==> config.mk <==
export PLATFORM = sky130hd
export DESIGN_NAME = sup_ram
export DESIGN_NICKNAME = d
export VERILOG_FILES = /design/src/hdl/sup_ram.sv
export SDC_FILE = /design/constraint.sdc
export NUM_CORES = 1
export LEC_CHECK = 0
export BUFFER_PORTS_ARGS = -buffer_cell sky130_fd_sc_hd__buf_2
export CORE_MARGIN = 3
export CORE_UTILIZATION = 25
export DETAILED_ROUTE_END_ITERATION = 10
export SYNTH_ARGS = -nofsm -noshare
export SYNTH_HDL_FRONTEND = slang
export SYNTH_SLANG_ARGS = --single-unit
==> constraint.sdc <==
create_clock -name clk -period 2.6 [get_ports clk]
set_clock_uncertainty 0.05 [all_clocks]
set_input_delay 0.26 -clock clk [delete_from_list [all_inputs] [get_ports clk]]
set_output_delay 0.26 -clock clk [all_outputs]
set_load 0.02 [all_outputs]
==> src/hdl/sup_ram.sv <==
// ----------------------------------------------------------------------------
// sup_ram: generic single port write, single port read RAM
// One write and one registered read per cycle; read data holds when idle.
// ----------------------------------------------------------------------------
module sup_ram #(
  parameter int WIDTH = 8,
  parameter int DEPTH = 16
) (
  input  logic                     clk,
  input  logic                     wr_en,
  input  logic [$clog2(DEPTH)-1:0] wr_addr,
  input  logic [WIDTH-1:0]         wr_data,
  input  logic                     rd_en,
  input  logic [$clog2(DEPTH)-1:0] rd_addr,
  output logic [WIDTH-1:0]         rd_data
);

  logic [WIDTH-1:0] mem [DEPTH];

  always_ff @(posedge clk) begin
    if (wr_en) begin
      mem[wr_addr] <= wr_data;
    end
    if (rd_en) begin
      rd_data <= mem[rd_addr];
    end
  end

endmodule

After elaboration in Yosys (flattened, before gate mapping)
Memories as Yosys holds them, arrays and structs flattened. A register that Yosys moved wholly into a read port is not among the register bits.
Index checks and enable logic that the tools add are counted.
{"block": "op_classes", "muxes": 2}
{"op": "2-to-1 mux 1 bit", "count": 2}
{"block": "totals", "out_inout_bits": 8, "memories": 1, "in_bits": 19, "ram_bits": 128, "wordCells": 3, "regBits": 0}
{"memory": "mem", "depth": 16, "word_bits": 8, "read_ports": 1, "rd_clocked_by_memory_dff": 1, "write_ports": 1, "line_no": "18", "text": "logic [WIDTH-1:0] mem [DEPTH];"}

Longest topological paths before layout
{"block": "logic_depth", "word_depth": 2, "ltp_mapped": 5, "depth_no_buf": 3}

Worst setup path after synthesis
OpenSTA, ideal clock, no wires.
{"block": "synth_timing", "path_kind": "input to register", "start": "input wr_addr[2]", "end": "memory mem[0][0] (enable)", "path_stages": 2, "arrival_time_ns": 1.370, "required_ns": 2.167, "setup_ns": 0.383, "slack_ns": 0.797, "n_path_buf": 0, "cell_sequence": "or3b_2 nor3_1"}
{"item": "from (decl)", "line_no": "11", "text": "input logic [$clog2(DEPTH)-1:0] wr_addr,"}
{"item": "to (decl)", "line_no": "18"}
No word-level cell before the write port.

==> impl_metrics.ini <==
[run_status]
result_of_the_run = completed

[grt]
antenna_violations_before_repair = 1
globalRouteOverflowTotal = 0
wire_length_of_the_first_global_routing_pass_mm = 16.4
grt_usage_pct = 10.1
pin_count_of_the_biggest_net_entering_global_routing = 33
vias_in_the_first_global_route = 2589

[synthesis]
yosys.area_share.simple_pct = 3.14
yosys-mux-area-fraction_pct = 14.8
netlist-cell-type-count = 18
synth_compound_gate_area_share_pct = 2.30
syn_area_per_cell_um2 = 22.8
combinational_family_with_the_most_area_after_synthesis = multiplexers
synth.net_count = 248
synth_sequential_area_ratio_pct = 78.1
syn_inst = 229
syn_area_mm2 = 0.00523
post_synth_fa_ha_maj_area_fraction_pct = 0
count_of_state_elements_after_synthesis = 136
xor_xnor_cell_area_share_of_the_yosys_netlist_pct = 0
synthesis.yosys.warnings = 0

[floorplanning]
core_mm2 = 0.0204
io_pins = 27
rows = 52
floorplan.initialDensity_pct = 25.7
floorplan.die.height_um = 151
die_width_um = 151
floorplan.die_area_mm2 = 0.0227

[timing]
worst_pin_slew_ns = 0.903
report.final.slew_viol_count = 0
max_slew_margin_pct = 39.6
max_freq_mhz = 612
period_minus_slack_ns = 1.63
setup_tns_ns = 0
rsz0062_at_grt = false
hold_viol_final = 0
setup_viol = 0
final.period_utilization_pct = 62.8

[worst_setup_path]
crit_path_end_kind = flip-flop
cp_num_buf_inv = 2
critical_path_arrival_ns = 1.74
worst_path_max_delay_cell = sky130_fd_sc_hd__mux4_1
setup.worst_path.class = input port to flip-flop
worstPathMaxFanout = 18
worstPathCellList = buf_2 > buf_12 > mux4_1 > a22oi_1 > nand2_1
critical_path.max_stage_delay_ns = 0.62
setup.worst_path.start_class = input port
timing.critical_path.max_delay_family = multiplexers
required_ns = 2.70

[route]
final_antenna_net_count = 0
first_iter_violations = 135
finalWirelength_mm = 10.7
wl_per_cell_um = 19.2
drt_first_pass_iters = 4
drt-vias-per-instance = 4.34
via_count = 2422
post-route-drc-count = 0

[clock_network]
worstSkewPairLatency_ns = 0.41
cts-root-to-sink-buffers = 2
clock_tree_from_tritoncts = yes
clock_edge_transition_at_the_registers_on_the_reported_setup_and_hold_paths_ns = 0.06
cts_buffers = 17
cts-htree-levels = 4
clock-root-buffer = sky130_fd_sc_hd__clkbuf_16
cts.sinks = 136
cts_setup_buffers = 0
post_cts.resized_instances = 0
cts_hold_buf = 0

[final_layout]
fillCellCount = 1958
diodes = 0
layout.core_utilization_pct = 31.0
area.growth.synth_to_final_pct = 20.9
final_net_count = 294
mostFrequentLayoutCells = sky130_fd_sc_hd__edfxtp_1, sky130_fd_sc_hd__buf_2, sky130_fd_sc_hd__mux4_2
mostFrequentLayoutCell = sky130_fd_sc_hd__edfxtp_1
drive_gt1_share_pct = 30.6

[placement]
final_wtd_congestion = 0.710
post-dp-hpwl_mm = 7.01
portBuffers = 26

[run]
number_of_max_cap_violations = 0

[pwr]
power_leakage_nw = 2.06
vdd_drop_max_v = 0.000451
pwr_density_cell_mw_per_mm2 = 814

[worst_hold_path]
min_delay_path_class = input port to flip-flop
## logic make-up (layout without fill, tap and decap cells)
family / Yosys count / after routing
flops: 136 / 136
simple gates: 35 / 35
mux: 32 / 32
buf+inv: 10 / 69
compound gates: 16 / 16
## state kept, by name, summed over array words and instances, names as in the netlist
register / count
rd_data: 8
mem: 128
## per-layer routing
metal  vias up  share of wire [%]  global-route usage (%)
met3        20                5.1                    2.77
li1       1075                  -                       -
met2        71                 46                    15.0
met5         -              0.093                       0
met1      1254                 47                    14.2
met4         2                2.0                    3.81
## path summary, 6_finish.rpt
kind,end,startpoint,slack [ns],depth (start not counted)
hold / removal,rd_data[1],rd_en,0.15,1
setup reg to reg,rd_data[3],mem[7][3],0.99,3
setup / recovery,rd_data[3],rd_addr[0],0.97,5
hold reg to reg,rd_data[3],mem[14][3],0.70,3
## synth_stat cells, drive strengths merged
library cell | instances | share of area, %
edfxtp | 136 | 78
mux4 | 32 | 15
a22oi | 16 | 2.3
nor2 | 13 | 0.93
nand2 | 9 | 0.65
buf | 7 | 1.1
nor3 | 4 | 0.38
clkdlybuf4s25 | 3 | 0.57
nand2b | 2 | 0.24
nand3b | 2 | 0.29
and2 | 1 | 0.12
and2b | 1 | 0.14
nand3 | 1 | 0.096
nor2b | 1 | 0.12
or3b | 1 | 0.17
## metrics by stage
step / power, mW / hold slack, ns / setup slack [ns] / std cells / instance area (um2)
after detailed placement: 2.78 / 0.578 / 0.517 / 526 / 5720
after floorplan: 2.66 / 0.309 / 0.797 / 229 / 5230
after global placement: 2.77 / 0.575 / 0.520 / 526 / 5720
final: 5.14 / 0.153 / 0.967 / 558 / 6320
after CTS: 5.18 / 0.143 / 0.961 / 558 / 6320
after global routing: 5.32 / 0.144 / 0.929 / 558 / 6320
## area by class of cell
cell class / count / area (um2) / area share [%]
Sequential cell: 136 / 4080 / 64.6
Multi-Input combinational cell: 83 / 1060 / 16.7
Clock buffer: 17 / 425 / 6.73
Tap cell: 270 / 338 / 5.35
Timing Repair Buffer: 37 / 238 / 3.76
Clock inverter: 15 / 178 / 2.81
## power breakdown
part	internal [mW]	leakage (nW)	switching, mW
clock	1.51	0.282	0.907
sequential	2.47	1.24	0.0127
combinational	0.0951	0.539	0.149
(Power assumes the default switching activity.)
