## config.mk

```make
export PLATFORM = sky130hd
export DESIGN_NAME = sup_clause_eval
export DESIGN_NICKNAME = d
export VERILOG_FILES = /design/src/hdl/sup_pkg.sv /design/src/hdl/sup_clause_eval.sv
export SDC_FILE = /design/constraint.sdc
export NUM_CORES = 1
export LEC_CHECK = 0
export ABC_AREA = 1
export BUFFER_PORTS_ARGS = -buffer_cell sky130_fd_sc_hd__buf_2
export CAP_MARGIN = 20
export CORE_MARGIN = 1
export CORE_UTILIZATION = 34
export DETAILED_ROUTE_END_ITERATION = 10
export PLACE_DENSITY = 0.87
export RECOVER_POWER = 100
export SYNTH_ARGS = -nofsm -noshare
export SYNTH_HDL_FRONTEND = slang
export SYNTH_SLANG_ARGS = --single-unit
```

## constraint.sdc

```tcl
create_clock -name vclk -period 1.1
set_clock_uncertainty 0.2 [all_clocks]
set_input_delay 0.055 -clock vclk [all_inputs]
set_output_delay 0.055 -clock vclk [all_outputs]
set_load 0.01 [all_outputs]
```

## src/hdl/sup_pkg.sv

```systemverilog
// ----------------------------------------------------------------------------
// sup_pkg: shared types and constants of the unit propagation core
// Word layouts of both channels, the clause slot layout and command codes.
// ----------------------------------------------------------------------------
package sup_pkg;

  localparam int VAR_W      = 12;
  localparam int IDX_W      = 14;
  localparam int CNT_W      = 13;
  localparam int CFG_W      = 15;

  localparam int VAR_DEPTH_DEF    = 4096;
  localparam int CLAUSE_DEPTH_DEF = 16384;

  // Command codes.
  localparam logic [1:0] CMD_LOAD   = 2'd0;
  localparam logic [1:0] CMD_PROP   = 2'd1;
  localparam logic [1:0] CMD_ASSIGN = 2'd2;
  localparam logic [1:0] CMD_READ   = 2'd3;

  // Variable assignment codes.
  localparam logic [1:0] VAL_FREE  = 2'd0;
  localparam logic [1:0] VAL_FALSE = 2'd1;
  localparam logic [1:0] VAL_TRUE  = 2'd2;

  typedef struct packed {
    logic [1:0]       command;
    logic [IDX_W-1:0] clause_index;
    logic [VAR_W-1:0] lit_a_var;
    logic             lit_a_positive;
    logic [VAR_W-1:0] lit_b_var;
    logic             lit_b_positive;
    logic [VAR_W-1:0] lit_c_var;
    logic             lit_c_positive;
    logic [VAR_W-1:0] target_var;
    logic             target_value;
  } in_word_t;

  typedef struct packed {
    logic             status;
    logic [1:0]       var_value;
    logic [CNT_W-1:0] assigned_count;
  } out_word_t;

  // One literal: positive flag above the variable index.
  typedef struct packed {
    logic             positive;
    logic [VAR_W-1:0] vidx;
  } lit_t;

  // One clause slot: live flag, then literals c, b, a (a lowest).
  typedef struct packed {
    logic live;
    lit_t lit_c;
    lit_t lit_b;
    lit_t lit_a;
  } clause_t;

  // Evaluation of one clause against the current assignment.
  typedef struct packed {
    logic             sat;
    logic [1:0]       free_cnt;
    lit_t             free_lit;
  } eval_t;

endpackage

```

## src/hdl/sup_clause_eval.sv

```systemverilog
// ----------------------------------------------------------------------------
// sup_clause_eval: evaluates one three-literal clause
// Reports whether the clause is satisfied, how many literals are free and
// which free literal comes last.
// ----------------------------------------------------------------------------
module sup_clause_eval
  import sup_pkg::*;
#(
  parameter int VAR_DEPTH = VAR_DEPTH_DEF
) (
  input  clause_t          clause,
  input  logic [2:0][1:0]  vals,
  output eval_t            eval
);

  lit_t       lits [3];
  logic [2:0] free;
  logic [2:0] truth;

  assign lits[0] = clause.lit_a;
  assign lits[1] = clause.lit_b;
  assign lits[2] = clause.lit_c;

  // A literal on a variable beyond the table is neither free nor true.
  always_comb begin
    for (int j = 0; j < 3; j++) begin
      logic in_range;
      in_range = (32'(lits[j].vidx) < VAR_DEPTH);
      free[j]  = in_range && (vals[j] == VAL_FREE);
      truth[j] = in_range && (vals[j] != VAL_FREE) &&
                 ((vals[j] == VAL_TRUE) == lits[j].positive);
    end
  end

  always_comb begin
    eval.sat      = |truth;
    eval.free_cnt = 2'(free[0]) + 2'(free[1]) + 2'(free[2]);
    if (free[2]) begin
      eval.free_lit = lits[2];
    end else if (free[1]) begin
      eval.free_lit = lits[1];
    end else begin
      eval.free_lit = lits[0];
    end
  end

endmodule

```

# ---- Yosys cells after proc, flatten, opt, wreduce, memory -nomap -nowiden
# Index checks and enable logic that the tools add are counted.
dict set report totals {
  reg_bits 0
  in_bits 46
  out_inout_bits 16
  elab_cells 20
}
dict set report op_classes {
  addsub 2
  eq_ne 6
  muxes 2
  n_reduce_logical 10
}
# op count
set ops {}
lappend ops {{$mux 13} 2}
lappend ops {{$eq 2x2->1 const B} 3}
lappend ops {{$logic_not 2->1} 3}
lappend ops {{$reduce_bool 2->1} 3}
lappend ops {{$eq 1x1->1} 3}
lappend ops {{$logic_and 1x1->1} 3}
lappend ops {{$reduce_or 3->1} 1}
lappend ops {{$add 1x1->2} 1}
lappend ops {{$add 2x1->2} 1}

# ---- Longest topological paths before layout
# Gate-level depths: netlist of the first run.
dict set report depth {
  word_depth 4
  mapped_depth 6
  depth_no_buf 5
}

# ---- Least setup slack after synthesis of the first run
# OpenSTA, ideal clock, no wires.
dict set report synth_path {
  path_kind {input to output}
  startpoint {input port vals[5] in the netlist's numbering}
  endpoint {output port eval[13] in the netlist's numbering}
  arrival_ns 0.990
  required_ns 0.845
  setup_slack_ns -0.145
  cell_stages 5
  n_path_buf 1
  path_cell_list {inv_1 > nand2_2 > inv_2 > buf_4 > fa_1}
}
# item line
set synth_lines {}
lappend synth_lines {{from (decl)} sup_clause_eval.sv:12} ;# input logic [2:0][1:0] vals,
lappend synth_lines {{to (decl)} sup_clause_eval.sv:13} ;# output eval_t eval

==> results.md, run 1 <==
- Status: finished clean
- 1st-iter DRT viols: 5
- Die area: 2010 µm²
- Largest stage delay, worst path: 390 ps
- Via-to-Cell Ratio: 4.02
- Metal-1 WL: 704 µm
- Reg area: 0 µm²
- PortBufs: 61
- Crit path from: vals[2]
- Transition time of the tightest slew-check pin: 223 ps
- Comb power frac: 100.0%
- Row count: 15
- Die Wd: between 40 and 50 µm
- Fraction of layout cells with a size suffix above 1: 54.7%
- Routed length per placed instance: 8.31 µm
- Power share of the sequential group: 0%
- # clk buffers: 0
- Antenna cells: 0
- Max Cap Violations: 0
- Postcts setup bufs: 0
- Vias in the first global route: between 700 and 800
- Post-DP HPWL: 1350 µm
- Mean post-synth cell area: 5.29 µm²
- DR WL met2: around 930 µm
- Vias: 829
- Largest net degree at the start of global routing: 15
- Part of the cycle the worst path needs: between 90% and 100%
- Startpoint Class: input port
- Final core occ: about three fifths
- RSZ-0062 raised after global routing: yes
- Area Overhead vs Synth: 62.7%
- Post-route DRC: 0
- Io pins: 62
- Syn Inst Count: ~120
- Highest clock rate: 912 MHz
- Leakage: 0.696 nW
- Sw power: around 0.21 mW
- Syn Nets: 165
- Worst Path Required: 840 ps
- Max-slew violation count: 0
- Initial antenna violation count: 0
- Pwr dens: 396 nW/µm²
- Hold_buf cts: 0
- Crit path capture: eval[13]
- Core area: around 1700 µm²
- Cell family with most CP delay: adder cells
- Global Route Usage Sum: between 10% and 20%
- Maximum VDD drop: 251 µV
- Initial Util: 36.2%
- Post-Syn Area: roughly 620 µm²
- Highest metal used: met3
- Worst path depth: 4
- Pint: 0.194 mW
- Final hold viol count: 0
- Final net count: 230
- Unique masters post-synth: 13
- Clock group share of total power: 0%
- Seq_cells: 0
- CP max FO: 3
- CP cell instances: buf_6 > nor2_4 > fa_1 > buf_2
- Crit path buffers/inverters: 2
- Final wirelength: 1710 µm
- Minimum clock period: 1100 ps
- Most area-hungry cell type in the Yosys netlist: nand2_1
- Yosys top cell area share: 24.0%
- Hold Path Class: in -> out
- Sw Ratio: 51.7%
- Die height: between 40 and 50 µm
- Routed length on met3: 78 µm
- CP Class: in -> out
- Seq/Total Area, Yosys: 0%
- Slowest CP cell: fa_1
- Top post-synthesis cells by area: nand2_1, nand2_2, inv_1, nand3_2, nand3_1
- Worst slew margin: 85.1%
- Routed Antenna Nets: 0
- Pre-antenna DRT Iters: 4
- Critical Path End Type: output pin
- Global placer's final weighted congestion: 0.748
- Ys Warns: 0
- Gr ovfl total: 0
- Post-layout total power: 0.402 mW
- CP arrival: 840 ps
- First-pass GRT wire length: between 2000 and 3000 µm
- Setup Viol. Count Final: 0
==> routing by layer <==
metal  up-vias  track usage (%)
li1        461                -
met1       344             21.5
met2        24             33.5
met3         0             1.60
met4         0             4.24
met5         -                0
==> tightest hold or removal path: stages <==
cell	delay, ps
buf_2	70
nand2_1	40
nand2_1	50
buf_2	120
==> cell type report <==
cell class                      count  area [µm²]
Inverter                           34         145
Timing Repair Buffer               67         385
Fill cell                         194         711
Multi-Input combinational cell     80         454
Tap cell                           25        31.3
==> repair_timing <==
item	CTS	global route
pin swaps	2	1
resized for setup	8	4
endpoints found under the setup margin	6	14
==> synthesized netlist by cell type (all sizes together) <==
cell / number
nand2: 60
nand3: 17
inv: 34
fa: 1
buf: 4
nor2: 2
==> layout by cell type (no fill, tap or decap), drive strengths merged <==
| cell type | n |
|---|---|
| clkbuf | 8 |
| nor2 | 2 |
| inv | 34 |
| nand3 | 17 |
| buf | 59 |
| fa | 1 |
| nand2 | 60 |
==> power by group through the flow <==
stage               logic [mW]  registers, mW  clock network, mW
floorplan                0.238              0                  0
global placement         0.387              0                  0
detailed placement       0.393              0                  0
CTS                      0.405              0                  0
global route             0.451              0                  0
finish                   0.402              0                  0
==> metrics by stage <==
step	setup WS (ps)	setup TNS, ps	instances	hold slack, ps	area, µm²
floorplan	-7.56	-7.56	118	30.2	659
global placement	-138	-227	206	187	991
detailed placement	-124	-212	206	192	991
CTS	-1.71	-3.05	206	192	1020
global route	-24.3	-35.2	206	210	1020
finish	2.97	0	206	191	1020
==> how the worst min path moves through the flow <==
stage | start | endpoint | slack (ps) | depth (start not counted)
global route | clause[37] | eval[11] | 210 | 4
CTS | clause[28] | eval[2] | 190 | 4
floorplan | clause[36] | eval[10] | 30 | 2
global placement | clause[28] | eval[2] | 190 | 4
detailed placement | clause[28] | eval[2] | 190 | 4
finish | clause[28] | eval[2] | 190 | 4
==> cell families (layout without fill, tap and decap cells) <==
logic type	count (synthesis)	count (layout)	share of synthesized area [%]
AND/OR/NAND/NOR	79	79	68.9
buffers and inverters	38	101	27.9
adder cells (fa/ha/maj)	1	1	3.21
(Power assumes the default switching activity.)
==> run 2: changes to the inputs <==
--- a/config.mk
+++ b/config.mk
@@ -6,8 +6,7 @@
 export NUM_CORES = 1
 export LEC_CHECK = 0
 export ABC_AREA = 1
-export BUFFER_PORTS_ARGS = -buffer_cell sky130_fd_sc_hd__buf_2
-export CAP_MARGIN = 20
+export BUFFER_PORTS_ARGS = -buffer_cell sky130_fd_sc_hd__buf_4
 export CORE_MARGIN = 1
 export CORE_UTILIZATION = 34
 export DETAILED_ROUTE_END_ITERATION = 10
==> constraint.sdc (replaced) <==
create_clock -name vclk -period 1.1
set_clock_uncertainty 0.2 [all_clocks]
set_input_delay 0.055 -clock vclk [all_inputs]
set_output_delay 0.055 -clock vclk [all_outputs]
set_load 0.1 [all_outputs]
==> results.md, run 2 (synthesized netlist as in run 1, its figures left out) <==
- Status: finished with violations (was finished clean)
- Failing checks: setup timing
- Commonest non-fill, non-tap cell in the layout: buf_4 (was buf_2)
- Post-DP HPWL: 1540 µm (was 1350 µm)
- Worst Path Required: 840 ps (about the same)
- Initial Util: 36.2% (unchanged)
- Final cell count without fillers: 206 (unchanged)
- Critical Path End Type: output pin (unchanged)
- Cell family with most CP delay: adder cells (unchanged)
- Startpoint Class: input port (unchanged)
- Worst slew margin: 86.4% (was 85.1%)
- Final wirelength: 2210 µm (was 1710 µm)
- Routed length per placed instance: 10.7 µm (was 8.31 µm)
- CP max FO: 2 (was 3)
- Pre-antenna DRT Iters: 2 (was 4)
- 1st-iter DRT viols: 9 (was 5)
- RSZ-0062 raised after global routing: yes (unchanged)
- Cell mode on critical path: buf_12
- Pint: 0.424 mW (was 0.194 mW)
- CP arrival: 1000 ps (was 840 ps)
- Max-slew violation count: 0 (unchanged)
- Leakage: 0.832 nW (was 0.696 nW)
- Crit path from: vals[4] (was vals[2])
- Post-layout total power: 1.11 mW (was 0.402 mW)
- Crit path buffers/inverters: 4 (was 2)
- Highest clock rate: 796 MHz (was 912 MHz)
- Hold path endpoint: eval[7] (was eval[2])
- Row count: 15 (unchanged)
- First-pass GRT wire length: 3470 µm (was 2770 µm)
- WHS Path Cells: 4 (unchanged)
- Part of the cycle the worst path needs: 114% (was 99.7%)
- Final core occ: 80.7% (was 58.8%)
- Power share of the sequential group: 0% (about the same)
- Maximum VDD drop: 543 µV (was 251 µV)
- Die Wd: 44.9 µm (unchanged)
- Io pins: 62 (unchanged)
- Fill cells: 120 (was 194)
- Via-to-Cell Ratio: 4.36 (was 4.02)
- Global placer's final weighted congestion: 0.753 (was 0.748)
- Pwr dens: 794 nW/µm² (was 396 nW/µm²)
- Most frequent cells in the layout: buf_4, nand2_1, inv_1, nand2_2, buf_12 (was buf_2, nand2_1, inv_1, nand2_2, nand3_1)
- Sw power: 0.682 mW (was 0.208 mW)
- Area Overhead vs Synth: 123% (was 62.7%)
- Minimum clock period: 1260 ps (was 1100 ps)
- Vias in the first global route: 844 (was 717)
- CP Class: in -> out (unchanged)
- Setup Viol. Count Final: 13 (was 0)
- # clk buffers: 0 (unchanged)
- Antenna cells: 0 (unchanged)
- Global Route Usage Sum: 22.8% (was 17.8%)
- Final hold viol count: 0 (unchanged)
- Largest net degree at the start of global routing: 15 (unchanged)
- Core area: 1730 µm² (unchanged)
- Initial antenna violation count: 0 (unchanged)
- Comb power frac: 100.0% (about the same)
- Die area: 2010 µm² (unchanged)
- Routed Antenna Nets: 0 (unchanged)
- HP Start: clause[33] (was clause[28])
- PortBufs: 61 (unchanged)
- Sw Ratio: 61.7% (was 51.7%)
- Max Cap Violations: 0 (unchanged)
- Gr ovfl total: 0 (unchanged)
- Final net count: 230 (unchanged)
- Hold_buf cts: 0 (unchanged)
- Fin Setup TNS: -387 ps (was 0 ps)
- Clock group share of total power: 0% (about the same)
- CP cell instances: buf_12 > inv_12 > nand2_8 > inv_4 > fa_2 > buf_12 (was buf_6 > nor2_4 > fa_1 > buf_2)
- Setup ws final: -156 ps (was 2.97 ps)
- Transition time of the tightest slew-check pin: 204 ps (was 223 ps)
- Largest stage delay, worst path: 560 ps (was 390 ps)
- Seq_cells: 0 (unchanged)
- Slowest CP cell: fa_2 (was fa_1)
- Vias: 899 (was 829)
- Die height: 44.9 µm (unchanged)
- Final Cell Area: 1390 µm² (was 1020 µm²)
- Post-route DRC: 0 (unchanged)
- Fraction of layout cells with a size suffix above 1: 63.0% (was 54.7%)
- Hold Path Class: in -> out (unchanged)
- Reg area: 0 µm² (unchanged)
- Dpl cell area: 1150 µm² (was 991 µm²)
- Placed cells: 204 (was 206)
[run 2: cell types whose count changed in the layout (fill, tap and decap cells not counted), sizes merged]
cell / delta
buf: +7
nand2: +1
clkbuf: -8
[run 2: area by class of cell]
cell class | count | area (µm²) | share of cell area [%]
timing repair buffer | 66 | 708 | 50.9
multi-input combinational | 81 | 508 | 36.5
inverter | 34 | 145 | 10.4
tap | 25 | 31.3 | 2.25
[run 2: worst max-delay path by stage]
stage,end,depth (start not counted),slack (ps)
finish,eval[13],6,-160
floorplan,eval[13],5,-350
global route,eval[13],6,-170
global placement,eval[13],6,-280
CTS,eval[13],6,-190
detailed placement,eval[13],6,-280
[run 2: worst min-delay path: stages]
cell and delay, ps:
buf_4 80, nand2_1 50, nand2_2 70, buf_12 170
[run 2: power groups by stage]
stage	sequential [mW]	combinational (mW)	clock, mW
after floorplan	0	0.669	0
after global placement	0	0.887	0
after detailed placement	0	0.898	0
after CTS	0	1.09	0
after global routing	0	1.15	0
final	0	1.11	0
[run 2: what timing repair did]
action / in CTS / in global routing
gates resized for setup: 56 / 6
endpoints found under the setup margin: 16 / 16
setup buffers: 1 / 1
gates cloned: 2 / 0
pin swaps: 8 / 3
[run 2: layer usage]
| layer | up-vias | track usage, % | share of wire [%] |
|---|---|---|---|
| met3 | 0 | 0.800 | 3.4 |
| met2 | 24 | 48.8 | 63 |
| met4 | 0 | 1.21 | 0 |
| met5 | - | 0 | 0 |
| li1 | 463 | - | - |
| met1 | 412 | 25.2 | 33 |
[run 2: per-stage QoR]
step           setup slack [ps]  hold slack, ps
6_report                   -156             281
5_1_grt                    -172             306
4_1_cts                    -185             284
3_5_place_dp               -278             347
3_3_place_gp               -276             347
2_1_floorplan              -346             278
==> run 3: changes to the inputs <==
--- a/config.mk
+++ b/config.mk
@@ -10,6 +10,7 @@
 export CORE_MARGIN = 1
 export CORE_UTILIZATION = 34
 export DETAILED_ROUTE_END_ITERATION = 10
+export GPL_TIMING_DRIVEN = 0
 export PLACE_DENSITY = 0.87
 export RECOVER_POWER = 100
 export SYNTH_ARGS = -nofsm -noshare
==> results.md, run 3 (synthesized netlist as in run 1, its figures left out) <==
- Hold_buf cts: 0 (unchanged)
- CP cell instances: buf_8 > nor2_4 > buf_6 > fa_2 > buf_12 (was buf_12 > inv_12 > nand2_8 > inv_4 > fa_2 > buf_12)
- Max Cap Violations: 0 (unchanged)
- Final hold viol count: 0 (unchanged)
- Transition time of the tightest slew-check pin: 202 ps (was 204 ps)
- Post-route DRC: 0 (unchanged)
- Die Wd: 44.9 µm (unchanged)
- Critical Path End Type: output pin (unchanged)
- Maximum VDD drop: 645 µV (was 543 µV)
- Vias in the first global route: 948 (was 844)
- Minimum clock period: 1310 ps (was 1260 ps)
- Via-to-Cell Ratio: 4.88 (was 4.36)
- First-pass GRT wire length: 3730 µm (was 3470 µm)
- Worst hold slack: 293 ps (was 281 ps)
- Initial Util: 36.2% (unchanged)
- Gr ovfl total: 0 (unchanged)
- Max-slew violation count: 0 (unchanged)
- 1st-iter DRT viols: 33 (was 9)
- PortBufs: 61 (unchanged)
- Final wirelength: 3620 µm (was 2210 µm)
- Largest net degree at the start of global routing: 14 (was 15)
- Pre-antenna DRT Iters: 4 (was 2)
- Hold Path Class: in -> out (unchanged)
- CP arrival: 1060 ps (was 1000 ps)
- Place WS: -461 ps (was -278 ps)
- Fill cells: 71 (was 120)
- Antenna cells: 0 (unchanged)
- Failing checks: setup timing (unchanged)
- Cell family with most CP delay: adder cells (unchanged)
- Largest stage delay, worst path: 590 ps (was 560 ps)
- Area Overhead vs Synth: 157% (was 123%)
- Post-layout total power: 1.24 mW (was 1.11 mW)
- Final net count: 239 (was 230)
- # clk buffers: 0 (unchanged)
- Part of the cycle the worst path needs: 119% (was 114%)
- Die area: 2010 µm² (unchanged)
- Leakage: 0.926 nW (was 0.832 nW)
- Row count: 15 (unchanged)
- Routed length per placed instance: 16.8 µm (was 10.7 µm)
- Global Route Usage Sum: 24.5% (was 22.8%)
- Initial antenna violation count: 0 (unchanged)
- Setup ws final: -214 ps (was -156 ps)
- Slowest CP cell: fa_2 (unchanged)
- Highest clock rate: 761 MHz (was 796 MHz)
- Worst slew margin: 86.6% (was 86.4%)
- Crit path buffers/inverters: 3 (was 4)
- Seq_cells: 0 (unchanged)
- Routed Antenna Nets: 0 (unchanged)
- Setup Viol. Count Final: 16 (was 13)
- Global placer's final weighted congestion: 0.772 (was 0.753)
- Pwr dens: 774 nW/µm² (was 794 nW/µm²)
- Post-DP HPWL: 1650 µm (was 1540 µm)
- Io pins: 62 (unchanged)
- Commonest non-fill, non-tap cell in the layout: buf_4 (unchanged)
- CP Class: in -> out (unchanged)
- Core area: 1730 µm² (unchanged)
- CP max FO: 3 (was 2)
- Most frequent cells in the layout: buf_4, nand2_1, inv_1, nand2_2, buf_12 (unchanged)
- Status: finished with violations (unchanged)
- Vias: 1050 (was 899)
- Reg area: 0 µm² (unchanged)
- Worst Path Required: 840 ps (about the same)
- Die height: 44.9 µm (unchanged)
- Startpoint Class: input port (unchanged)
- RSZ-0062 raised after global routing: yes (unchanged)
- Fraction of layout cells with a size suffix above 1: 63.7% (was 63.0%)
run 3: cell types whose count changed in the layout (fill, tap and decap cells not counted), sizes merged:
cell    before  now
buf         66   75
clkbuf       0    1
nand2       61   60
run 3: report_power, final:
group          leakage [nW]  switching [mW]  total (mW)  internal [mW]
clock                     0               0           0              0
combinational         0.926           0.750        1.24          0.493
sequential                0               0           0              0
total                 0.926           0.750        1.24          0.493
run 3: path summary, 6_finish.rpt:
| kind | startpoint | endpoint | slack, ps | depth (start not counted) |
|---|---|---|---|---|
| worst max-delay path | vals[2] | eval[13] | -210 | 5 |
| worst min-delay path | clause[26] | eval[0] | 290 | 4 |
run 3: per-stage QoR:
stage	std cells	area (µm²)	TNS, ps	utilization (%)
final	215	1610	-2240	93.0
after global routing	215	1610	-2580	93.0
after CTS	209	1440	-1260	83.6
after detailed placement	204	1170	-1770	67.5
after global placement	204	1170	-1550	67.5
after floorplan	118	677	-398	-
run 3: final cells by class:
| class | count | area, µm² | area share [%] |
|---|---|---|---|
| plain buffers | 3 | 46.3 | 2.88 |
| inverters | 34 | 160 | 9.98 |
| multi-input cells | 80 | 546 | 34.0 |
| well taps | 25 | 31.3 | 1.95 |
| repair buffers | 73 | 822 | 51.2 |
run 3: metal layers:
layer	routed length [µm]	GRT usage (%)
met5	0	0
met4	238	1.21
met3	234	1.20
met2	1920	56.5
met1	1230	23.7
run 3: what timing repair did:
| action | in CTS | in global routing |
|---|---|---|
| pin swaps | 3 | 8 |
| gates cloned | 1 | 1 |
| resized for setup | 54 | 24 |
| buffers inserted | 5 | 5 |
| endpoints found under the setup margin | 14 | 16 |
